===== src/rtl/thps_pkg.sv =====
`timescale 1ns / 1ps
`default_nettype none

package thps_pkg;

    localparam int SAMPLE_BITS = 16;
    localparam int MAX_WINDOW  = 4096;
    localparam int LINE_DEPTH  = 8192;
    localparam int HANN_TABLE  = 1024;
    localparam int HANN_BITS   = $clog2(HANN_TABLE);
    localparam int FRAC_BITS   = 16;
    localparam int STEP_BITS   = 18;
    localparam int WIN_BITS    = 28;
    localparam int MIX_BITS    = 17;
    localparam int GAIN_BITS   = 17;
    localparam int W_BITS      = WIN_BITS + 1;
    localparam int INT_BITS    = WIN_BITS - FRAC_BITS;
    localparam int CNT_BITS    = 5;

    localparam int CFG_IDX_BITS  = 2;
    localparam int CFG_DATA_BITS = WIN_BITS;

    localparam logic [CFG_IDX_BITS-1:0] REG_OFFSET_STEP = 2'd0;
    localparam logic [CFG_IDX_BITS-1:0] REG_WINDOW      = 2'd1;
    localparam logic [CFG_IDX_BITS-1:0] REG_WET_MIX     = 2'd2;

    localparam logic [WIN_BITS-1:0] WINDOW_RESET = 28'd65536000;
    localparam logic [WIN_BITS-1:0] ONE_SAMPLE   = 28'd65536;
    localparam logic [W_BITS-1:0]   MAX_W        = W_BITS'(MAX_WINDOW * 65536);

    typedef struct packed {
        logic signed [SAMPLE_BITS-1:0] left_in;
        logic signed [SAMPLE_BITS-1:0] right_in;
        logic                          block_end_in;
    } in_item_t;

    typedef struct packed {
        logic signed [SAMPLE_BITS-1:0] left_out;
        logic signed [SAMPLE_BITS-1:0] right_out;
        logic                          block_end_out;
    } out_item_t;

    typedef struct packed {
        logic       load_in;
        logic       add;
        logic       fix;
        logic       mod_init;
        logic       mod_step;
        logic       heads;
        logic       div_step;
        logic       gain;
        logic       rd;
        logic [1:0] rd_sel;
        logic       cap;
        logic [1:0] cap_sel;
        logic       mul1;
        logic       mul2;
        logic       mix;
        logic       out_load;
        logic       pass_load;
    } dp_cmd_t;

    typedef struct packed {
        logic bypass;
        logic fix_done;
        logic fix_long;
    } dp_stat_t;

    typedef logic [GAIN_BITS-1:0] hann_rom_t [HANN_TABLE];

    // Hann gain 0.5 * (1 - cos(2 pi k / N)) in Q1.16 via a Q30 Taylor series.
    function automatic hann_rom_t build_hann();
        hann_rom_t         rom;
        longint unsigned   a2;
        longint unsigned   theta;
        longint unsigned   t2;
        longint unsigned   term;
        longint            sum;
        longint            v;
        logic              neg;
        for (int k = 0; k < HANN_TABLE; k++) begin
            a2  = 64'(2 * k);
            neg = 1'b0;
            if (a2 > 64'(HANN_TABLE)) begin
                a2 = 64'(2 * HANN_TABLE) - a2;
            end
            if (2 * a2 > 64'(HANN_TABLE)) begin
                a2  = 64'(HANN_TABLE) - a2;
                neg = 1'b1;
            end
            theta = (64'd3373259426 * a2) / 64'(HANN_TABLE);
            t2    = (theta * theta) >> 30;
            term  = 64'd1073741824;
            sum   = 64'sd1073741824;
            for (int i = 1; i <= 8; i++) begin
                term = (term * t2) >> 30;
                term = term / 64'((2 * i - 1) * (2 * i));
                if ((i % 2) == 1) begin
                    sum = sum - longint'(term);
                end else begin
                    sum = sum + longint'(term);
                end
            end
            if (neg) begin
                sum = -sum;
            end
            v = 64'sd1073741824 - sum;
            if (v < 0) begin
                v = 0;
            end
            rom[k] = GAIN_BITS'((v + 64'sd16384) >>> 15);
        end
        return rom;
    endfunction

    localparam hann_rom_t HANN_ROM = build_hann();

endpackage

`default_nettype wire


===== src/rtl/thps_ctrl.sv =====
`timescale 1ns / 1ps
`default_nettype none

module thps_ctrl
    import thps_pkg::*;
(
    input  wire logic     aclk,
    input  wire logic     aresetn,
    input  wire logic     s_valid,
    output logic          s_ready,
    output logic          m_valid,
    input  wire logic     m_ready,
    input  wire dp_stat_t stat,
    output dp_cmd_t       cmd
);

    localparam logic [3:0] ST_IDLE = 4'd0;
    localparam logic [3:0] ST_PASS = 4'd1;
    localparam logic [3:0] ST_ADD  = 4'd2;
    localparam logic [3:0] ST_FIX  = 4'd3;
    localparam logic [3:0] ST_MOD  = 4'd4;
    localparam logic [3:0] ST_HEAD = 4'd5;
    localparam logic [3:0] ST_DIV  = 4'd6;
    localparam logic [3:0] ST_RD0  = 4'd7;
    localparam logic [3:0] ST_RD1  = 4'd8;
    localparam logic [3:0] ST_RD2  = 4'd9;
    localparam logic [3:0] ST_RD3  = 4'd10;
    localparam logic [3:0] ST_CAP  = 4'd11;
    localparam logic [3:0] ST_MUL1 = 4'd12;
    localparam logic [3:0] ST_MUL2 = 4'd13;
    localparam logic [3:0] ST_MIX  = 4'd14;
    localparam logic [3:0] ST_OUT  = 4'd15;

    logic [3:0]          state_reg, state_next;
    logic [CNT_BITS-1:0] cnt_reg, cnt_next;
    logic                m_valid_reg, m_valid_next;
    logic                out_free;

    assign out_free = !m_valid_reg || m_ready;
    assign s_ready  = (state_reg == ST_IDLE);
    assign m_valid  = m_valid_reg;

    always_comb begin
        state_next = state_reg;
        cnt_next   = cnt_reg;
        cmd        = '0;
        unique case (state_reg)
            ST_IDLE: begin
                if (s_valid) begin
                    cmd.load_in = 1'b1;
                    state_next  = stat.bypass ? ST_PASS : ST_ADD;
                end
            end
            ST_PASS: begin
                if (out_free) begin
                    cmd.pass_load = 1'b1;
                    state_next    = ST_IDLE;
                end
            end
            ST_ADD: begin
                cmd.add    = 1'b1;
                state_next = ST_FIX;
            end
            ST_FIX: begin
                cmd.fix = 1'b1;
                if (stat.fix_done) begin
                    state_next = ST_HEAD;
                end else if (stat.fix_long) begin
                    cmd.mod_init = 1'b1;
                    cnt_next     = CNT_BITS'(W_BITS - 1);
                    state_next   = ST_MOD;
                end
            end
            ST_MOD: begin
                cmd.mod_step = 1'b1;
                cnt_next     = cnt_reg - 1'b1;
                if (cnt_reg == '0) begin
                    state_next = ST_HEAD;
                end
            end
            ST_HEAD: begin
                cmd.heads  = 1'b1;
                cnt_next   = CNT_BITS'(HANN_BITS - 1);
                state_next = ST_DIV;
            end
            ST_DIV: begin
                cmd.div_step = 1'b1;
                cnt_next     = cnt_reg - 1'b1;
                if (cnt_reg == '0) begin
                    state_next = ST_RD0;
                end
            end
            ST_RD0: begin
                cmd.gain   = 1'b1;
                cmd.rd     = 1'b1;
                cmd.rd_sel = 2'd0;
                state_next = ST_RD1;
            end
            ST_RD1: begin
                cmd.rd      = 1'b1;
                cmd.rd_sel  = 2'd1;
                cmd.cap     = 1'b1;
                cmd.cap_sel = 2'd0;
                state_next  = ST_RD2;
            end
            ST_RD2: begin
                cmd.rd      = 1'b1;
                cmd.rd_sel  = 2'd2;
                cmd.cap     = 1'b1;
                cmd.cap_sel = 2'd1;
                state_next  = ST_RD3;
            end
            ST_RD3: begin
                cmd.rd      = 1'b1;
                cmd.rd_sel  = 2'd3;
                cmd.cap     = 1'b1;
                cmd.cap_sel = 2'd2;
                state_next  = ST_CAP;
            end
            ST_CAP: begin
                cmd.cap     = 1'b1;
                cmd.cap_sel = 2'd3;
                state_next  = ST_MUL1;
            end
            ST_MUL1: begin
                cmd.mul1   = 1'b1;
                state_next = ST_MUL2;
            end
            ST_MUL2: begin
                cmd.mul2   = 1'b1;
                state_next = ST_MIX;
            end
            ST_MIX: begin
                cmd.mix    = 1'b1;
                state_next = ST_OUT;
            end
            ST_OUT: begin
                if (out_free) begin
                    cmd.out_load = 1'b1;
                    state_next   = ST_IDLE;
                end
            end
            default: begin
                state_next = ST_IDLE;
            end
        endcase
    end

    always_comb begin
        m_valid_next = m_valid_reg;
        if (cmd.out_load || cmd.pass_load) begin
            m_valid_next = 1'b1;
        end else if (m_ready) begin
            m_valid_next = 1'b0;
        end
    end

    always_ff @(posedge aclk) begin
        if (!aresetn) begin
            state_reg   <= ST_IDLE;
            cnt_reg     <= '0;
            m_valid_reg <= 1'b0;
        end else begin
            state_reg   <= state_next;
            cnt_reg     <= cnt_next;
            m_valid_reg <= m_valid_next;
        end
    end

endmodule

`default_nettype wire


===== config.mk =====
export PLATFORM = sky130hd
export DESIGN_NAME = thps_ctrl
export DESIGN_NICKNAME = d
export VERILOG_FILES = /design/src/rtl/thps_pkg.sv /design/src/rtl/thps_ctrl.sv
export SDC_FILE = /design/constraint.sdc
export NUM_CORES = 1
export LEC_CHECK = 0
export ABC_AREA = 0
export BUFFER_PORTS_ARGS = -buffer_cell sky130_fd_sc_hd__buf_2
export CAP_MARGIN = 20
export CORE_MARGIN = 2
export CORE_UTILIZATION = 43
export DETAILED_ROUTE_END_ITERATION = 8
export PLACE_DENSITY_LB_ADDON = 0.15
export SLEW_MARGIN = 15
export SYNTH_ARGS = -nofsm -noshare
export SYNTH_HDL_FRONTEND = slang
export SYNTH_SLANG_ARGS = --single-unit

===== constraint.sdc =====
create_clock -name aclk -period 1.5 [get_ports aclk]
set_input_delay 0.075 -clock aclk [delete_from_list [all_inputs] [get_ports aclk]]
set_output_delay 0.075 -clock aclk [all_outputs]
set_load 0.05 [all_outputs]

# Yosys cells after proc, flatten, opt, wreduce, memory -nomap -nowiden
# Index checks and enable logic that the tools add are counted.
# W data, S select, Z words.
# classes
mux	31
add_sub_neg	1
reduce_logical	11
eq_ne	22
# op_table
operator	count
$pmux W4 S15	1
$eq A4 B4 Y1 const B	8
$mux W4	6
$pmux W3 S4	2
$mux W1	17
$eq A4 B3 Y1 const B	4
$pmux W5 S3	1
$mux W5	2
$ne A2 B2 Y1 const B	5
$eq A4 B2 Y1 const B	2
$logic_not A5 Y1	1
$reduce_and A5 Y1	1
$sub A5 B1 Y5 const B	1
$eq A4 B1 Y1 const B	1
$logic_not A4 Y1	1
$mux W2	2
$reduce_or A2 Y1	2
$ne A3 B3 Y1 const B	1
$reduce_and A3 Y1	1
$reduce_bool A3 Y1	1
$logic_or A1 B1 Y1	2
$ne A2 B1 Y1 const B	1
$reduce_bool A2 Y1	1
$logic_not A1 Y1	1
# totals
ff_bits	10
in_bits	7
output_inout_bits	21

# Longest topological paths before layout
# Gate-level depths: netlist (run 1).
# logic_depth
word_depth	6
ltp_mapped	7

# Worst setup path after synthesis (run 1)
# No wires, ideal clock.
# synth_path
path_type	register -> output
startpoint	reg state_reg[3]
endpoint	out cmd[15] (netlist bit)
path_slack_ps	-826
path_stages_with_launch	5
t_arrival_ps	2251
path_cell_list	dfxtp_1 > buf_2 > or2_1 > buf_2 > nor4_1
# synth_rtl
item	line_no	text
start: declaration	thps_ctrl.sv:34	logic [3:0] state_reg, state_next;
start signal: assignment	thps_ctrl.sv:164	state_reg <= state_next;
end: declaration	thps_ctrl.sv:14	output dp_cmd_t cmd

==> results of run 1 <==
[per-stage QoR]
stage	instance area [um2]	hold WS [ns]	setup WS [ns]	setup TNS, ns
global placement	1117	0.4083	-0.03697	-0.03697
detailed placement	1117	0.4141	-0.05422	-0.1208
CTS	1290	0.1304	-0.1377	-0.9039
floorplan	864.6	0.2546	-0.2472	-0.8029
global route	1446	0.1450	-0.2191	-1.835
finish	1446	0.1423	-0.1647	-1.222
[routing by layer]
layer | vias to the layer above | global-route usage [%]
met5 | - | 0
met4 | 0 | 8.333
met3 | 7 | 6.923
met2 | 37 | 39.73
met1 | 484 | 33.10
li1 | 458 | -
[cell families (layout without fill, tap and decap cells)]
logic type	Yosys count	in the layout	share of synthesized area, %
AOI/OAI and AO/OA	22	22	23.50
xor gates and xnor gates	1	1	1.104
DFF	10	10	25.24
and+or+nand+nor	55	55	40.38
buffers and inverters	14	62	8.202
adders and majority gates	1	1	1.577
[placed cells by master (no fill, tap or decap), types with 2 or more instances in the layout]
master,n
nor4_4,2
nor3_1,3
nor3_4,4
nor2_4,4
o221a_1,2
buf_8,2
nor2b_1,3
nand2b_4,2
clkbuf_4,3
buf_4,23
nor2_2,5
nand3_1,2
buf_6,17
or4_4,2
a31oi_1,2
dfxtp_1,6
buf_2,11
nand2_2,2
a21oi_2,3
dfxtp_4,2
a21oi_1,4
dfxtp_2,2
nor2_1,10
nand2_1,3
inv_1,4
[Yosys cell counts (2+ instances only)]
master | n | area, um2
a21o_1 | 2 | 15.01
a21oi_1 | 7 | 35.03
a31oi_1 | 2 | 12.51
and2_1 | 3 | 18.77
buf_2 | 4 | 20.02
clkbuf_1 | 2 | 7.510
dfxtp_1 | 10 | 200.2
inv_1 | 6 | 22.52
nand2_1 | 5 | 18.77
nand2b_1 | 4 | 25.02
nand3_1 | 2 | 10.01
nor2_1 | 19 | 71.32
nor2b_1 | 3 | 18.77
nor3_1 | 7 | 35.03
o221a_1 | 2 | 22.52
[worst paths after layout]
kind | from | slack (ns) | endpoint | cells past startpoint
max | state_reg[1] | -0.16 | cmd[18] | 4
min | aresetn | 0.14 | m_valid | 2
max reg2reg | state_reg[0] | -0.16 | state_reg[2] | 7
min reg2reg | cnt_reg[3] | 0.61 | cnt_reg[3] | 2
[critical path, stage by stage (launching register included)]
cell	delay, ns
dfxtp_4	0.36
or4_4	0.57
clkinvlp_4	0.10
and2_4	0.14
buf_8	0.13
[final cells by class]
type	count	share of cell area (%)
clock buffers	3	1.557
well taps	25	2.163
repair buffers	53	31.06
inverters	6	1.817
multi-input cells	79	48.88
flip-flops and latches	10	14.53
[power by group through the flow]
stage          logic (uW)  registers (uW)  clock network, uW
2_1_floorplan         291             314                  0
3_3_place_gp          382             313                  0
3_5_place_dp          387             313                  0
4_1_cts               447             305                185
5_1_grt               538             311                207
6_report              513             309                193
[timing repair]
action	in CTS	in global routing
setup buffers	5	3
resized for setup	36	37
pin swaps	17	13
hold buffers	0	0
endpoints found under the setup margin	23	25
==> results by group, run 1 <==
Timing
  • Setup ws final: -0.1647 ns
  • Worst-Margin Slew: 0.4714 ns
  • Clk_skew: 0.008408 ns
  • Unrepaired setup endpoints after global routing: yes
  • Setup-failing EPs final: 16
  • Fin. Hold Viols: 0
  • Final Critical Period: 1.665 ns
  • Slew Limit Fails: 0
  • Fmax achieved: 0.6007 GHz
  • Final period util: 111.0%
  • Slew margin rel.: 68.51%

Final layout
  • FF/Latch Area: 210.2 um2
  • Filler instances: 108
  • Multi-input gate area: 706.9 um2
  • N_diodes: 0
  • Area growth, synth to finish: 82.33%
  • Non-Filler Instances: 176
  • Layout cells sized above 1: 66.89%
  • Max FFs per register: 5
  • # nets final: 161
  • Final Util: 83.77%

Synth
  • Net Count, Synth: 111
  • Most common flop cell mapped by yosys: dfxtp_1
  • Seq cells post-synth: 10
  • EDFF count, synth: 0
  • Avg Inst Size Synth: 7.702 um2
  • Count of cell types in the netlist: 40
  • Mapped Cells: 103
  • Mapped Area: 793.3 um2
  • Sequential share of the synthesized area: 25.24%
  • Synthesis warning total: 0
  • Asr flop ratio synth: 0%

Routing
  • Antenna Violating Nets Remaining: 0
  • DR DRC count: 0
  • Max layer used: met4
  • Initial drt markers: 24
  • Via count: 986
  • Wire per inst: 17.03 um
  • WL met2: 1571 um
  • Avg Vias per Cell: 5.602
  • M1 WL: 1253 um
  • TritonRoute pass-1 iters: 4
  • Routed WL: 2998 um
  • Met3 WL: 132 um

Worst setup path
  • Worst EP required: 1.42 ns
  • Type of origin of the critical path: flop
  • Critical path class: flop to primary output
  • Critical path capture point type: primary output
  • CP max FO: 4
  • CP arrival: 1.59 ns

Power
  • Power density over the cells: 701.9 mW/mm2
  • Comb pwr share: 50.5%
  • Power share of the sequential group: 30.5%
  • Design Power: 1015 uW
  • Clock share of power: 19.0%
  • Worst VDD drop: 496.3 uV
  • P_sw: 423.3 uW
  • Leak Pwr: 0.0006281 uW
  • Switching share of power: 41.69%
  • Cell-internal power: 591.9 uW

Placement
  • Placed cell count: 165
  • # port buffers: 27
  • Post-DP HPWL: 1684 um
  • Routability Congestion: 0.7840

Floorplanning
  • Die extent in x: 46.95 um
  • Ports: 28
  • Num rows: 15
  • Initial Util: 45.94%
  • Core box area: 0.001727 mm2
  • Die Span Y: 46.95 um
  • Die area: 0.002204 mm2

Clock tree
  • CTS tree: yes
  • # H-tree levels: 1
  • Clock-pin slew of the registers on the worst-case setup and hold paths: 0.07 ns
  • Clock Latency Late Sink: 0.28 ns
  • CTS Buffer Depth: 2
  • Root buf cell: clkbuf_4
  • Cts bufs inserted: 3
  • Clock sinks: 10

Run
  • MaxCap Viol Count: 0

Global route
  • First-pass GRT wire length: 3953 um
  • Largest net degree at the start of global routing: 14
  • Congestion Overflow GR: 0
  • Vias in the first global route: 881
  • Initial antenna violation count: 0
  • Total track usage: 25.14%

Status
  • Failing checks: setup timing
  • Status: finished, violations left

Hold path
  • Worst min path class: input pin to flop
Note: power is estimated with default switching activity, not from simulation.
==> run 2: changes to the inputs <==
--- a/config.mk
+++ b/config.mk
@@ -12,6 +12,7 @@
 export CORE_UTILIZATION = 43
 export DETAILED_ROUTE_END_ITERATION = 8
 export PLACE_DENSITY_LB_ADDON = 0.15
+export RECOVER_POWER = 50
 export SLEW_MARGIN = 15
 export SYNTH_ARGS = -nofsm -noshare
 export SYNTH_HDL_FRONTEND = slang
==> results by group, run 2 (synthesis results as in run 1) <==
Timing
  • Setup ws final: -0.1647 ns
  • Slew margin rel.: 60.74%
  • Final Critical Period: 1.665 ns
  • Worst-Margin Slew: 0.5914 ns
  • Setup TNS: -1.222 ns
  • Fin. Hold Viols: 0
  • Setup-failing EPs final: 16
  • Clk_skew: 0.008408 ns
  • Unrepaired setup endpoints after global routing: yes
  • Final period util: 111.0%
  • Fmax achieved: 0.6007 GHz
  • Slew Limit Fails: 0

Clock tree
  • Clock sinks: 10
  • CTS Buffer Depth: 2
  • Clock-pin slew of the registers on the worst-case setup and hold paths: 0.07 ns
  • CTS tree: yes
  • Cts bufs inserted: 3
  • Root buf cell: clkbuf_4
  • Post-CTS Hold Fix Bufs: 0
  • # H-tree levels: 1
  • Clock Latency Late Sink: 0.28 ns

Power
  • Comb pwr share: 50.5%
  • Worst VDD drop: 496.3 uV
  • Power share of the sequential group: 30.5%
  • Clock share of power: 19.0%
  • P_sw: 423.4 uW
  • Design Power: 1015 uW
  • Switching share of power: 41.73%
  • Cell-internal power: 591.2 uW
  • Power density over the cells: 702.0 mW/mm2
  • Leak Pwr: 0.0006240 uW

Routing
  • Avg Vias per Cell: 5.585
  • Initial drt markers: 24
  • Wire per inst: 17.04 um
  • Routed WL: 2999 um
  • Antenna Violating Nets Remaining: 0
  • TritonRoute pass-1 iters: 4
  • Via count: 983
  • DR DRC count: 0

Final layout
  • Most common cell after layout, fill and taps aside: buf_4
  • Layout cells sized above 1: 66.23%
  • Multi-input gate area: 706.9 um2
  • Filler instances: 107
  • Max FFs per register: 5
  • # nets final: 161
  • Most frequent cells in the layout: buf_4 (23), buf_6 (17), nor2_1 (10), buf_2 (10), dfxtp_1 (6)
  • Final Util: 83.70%
  • N_diodes: 0
  • Area growth, synth to finish: 82.18%
  • FF/Latch Area: 210.2 um2

Floorplanning
  • Die Span Y: 46.95 um
  • Core box area: 0.001727 mm2
  • Die extent in x: 46.95 um
  • Num rows: 15
  • Die area: 0.002204 mm2
  • Initial Util: 45.94%
  • Ports: 28

Status
  • Status: finished, violations left
  • Failing checks: setup timing

Worst setup path
  • Worst-path cell chain: or4_4 -> clkinvlp_4 -> and2_4 -> buf_8
  • Type of origin of the critical path: flop
  • Worst EP required: 1.42 ns
  • Slowest stage delay, CP: 0.57 ns
  • CP max FO: 4
  • Worst path slowest cell: or4_4
  • Critical path class: flop to primary output
  • CP arrival: 1.59 ns
  • Critical path capture point type: primary output

Placement
  • Post-DP HPWL: 1684 um
  • # port buffers: 27
  • Pre-CTS WS: -0.05422 ns
  • Routability Congestion: 0.7840

Global route
  • Congestion Overflow GR: 0
  • Total track usage: 25.14%
  • Initial antenna violation count: 0
  • Largest net degree at the start of global routing: 14
  • First-pass GRT wire length: 3953 um
  • Vias in the first global route: 881

Run
  • MaxCap Viol Count: 0

Hold path
  • Worst min path class: input pin to flop
-- run 2: worst max-delay path: cells and delay by family (launching register included) --
family                 cells  cell delay (ns)
and+or+nand+nor            2             0.71
DFF                        1             0.36
buffers and inverters      2             0.23
-- run 2: worst paths after layout --
path / from / endpoint / slack, ns / cells after the start
setup / recovery: state_reg[1] / cmd[18] / -0.16 / 4
hold / removal: aresetn / m_valid / 0.14 / 2
setup reg to reg: state_reg[0] / state_reg[2] / -0.16 / 7
hold reg to reg: cnt_reg[3] / cnt_reg[3] / 0.61 / 2
-- run 2: repair_timing --
item	4_1_cts	5_1_grt
buffers inserted	5	3
resized for setup	36	37
endpoints found under the setup margin	23	25
pin swaps	17	13
-- run 2: cell type report --
class	instances	share of cell area, %
Inverter	6	1.818
Tap cell	25	2.164
Sequential cell	10	14.55
Clock buffer	3	1.558
Multi-Input combinational cell	79	48.92
Timing Repair Buffer	53	31.00
-- run 2: power groups by stage --
stage / Combinational, uW / Sequential (uW) / Clock [uW]
detailed placement: 387 / 313 / 0
CTS: 447 / 305 / 185
finish: 512 / 309 / 193
global placement: 382 / 313 / 0
global route: 537 / 311 / 207
floorplan: 291 / 314 / 0
-- run 2: routing by layer --
metal,track usage (%),vias to the layer above,routed length [um]
met1,33.10,483,1256
li1,-,458,-
met4,8.333,0,41
met3,6.923,7,131
met5,0,-,0
met2,39.73,35,1571
-- run 2: stage by stage --
| stage | area (um2) | std cells | hold slack (ns) |
|---|---|---|---|
| after floorplan | 864.6 | 103 | 0.2546 |
| after global placement | 1117 | 165 | 0.4083 |
| after detailed placement | 1117 | 165 | 0.4141 |
| after CTS | 1290 | 173 | 0.1304 |
| after global routing | 1445 | 176 | 0.1450 |
| final | 1445 | 176 | 0.1423 |
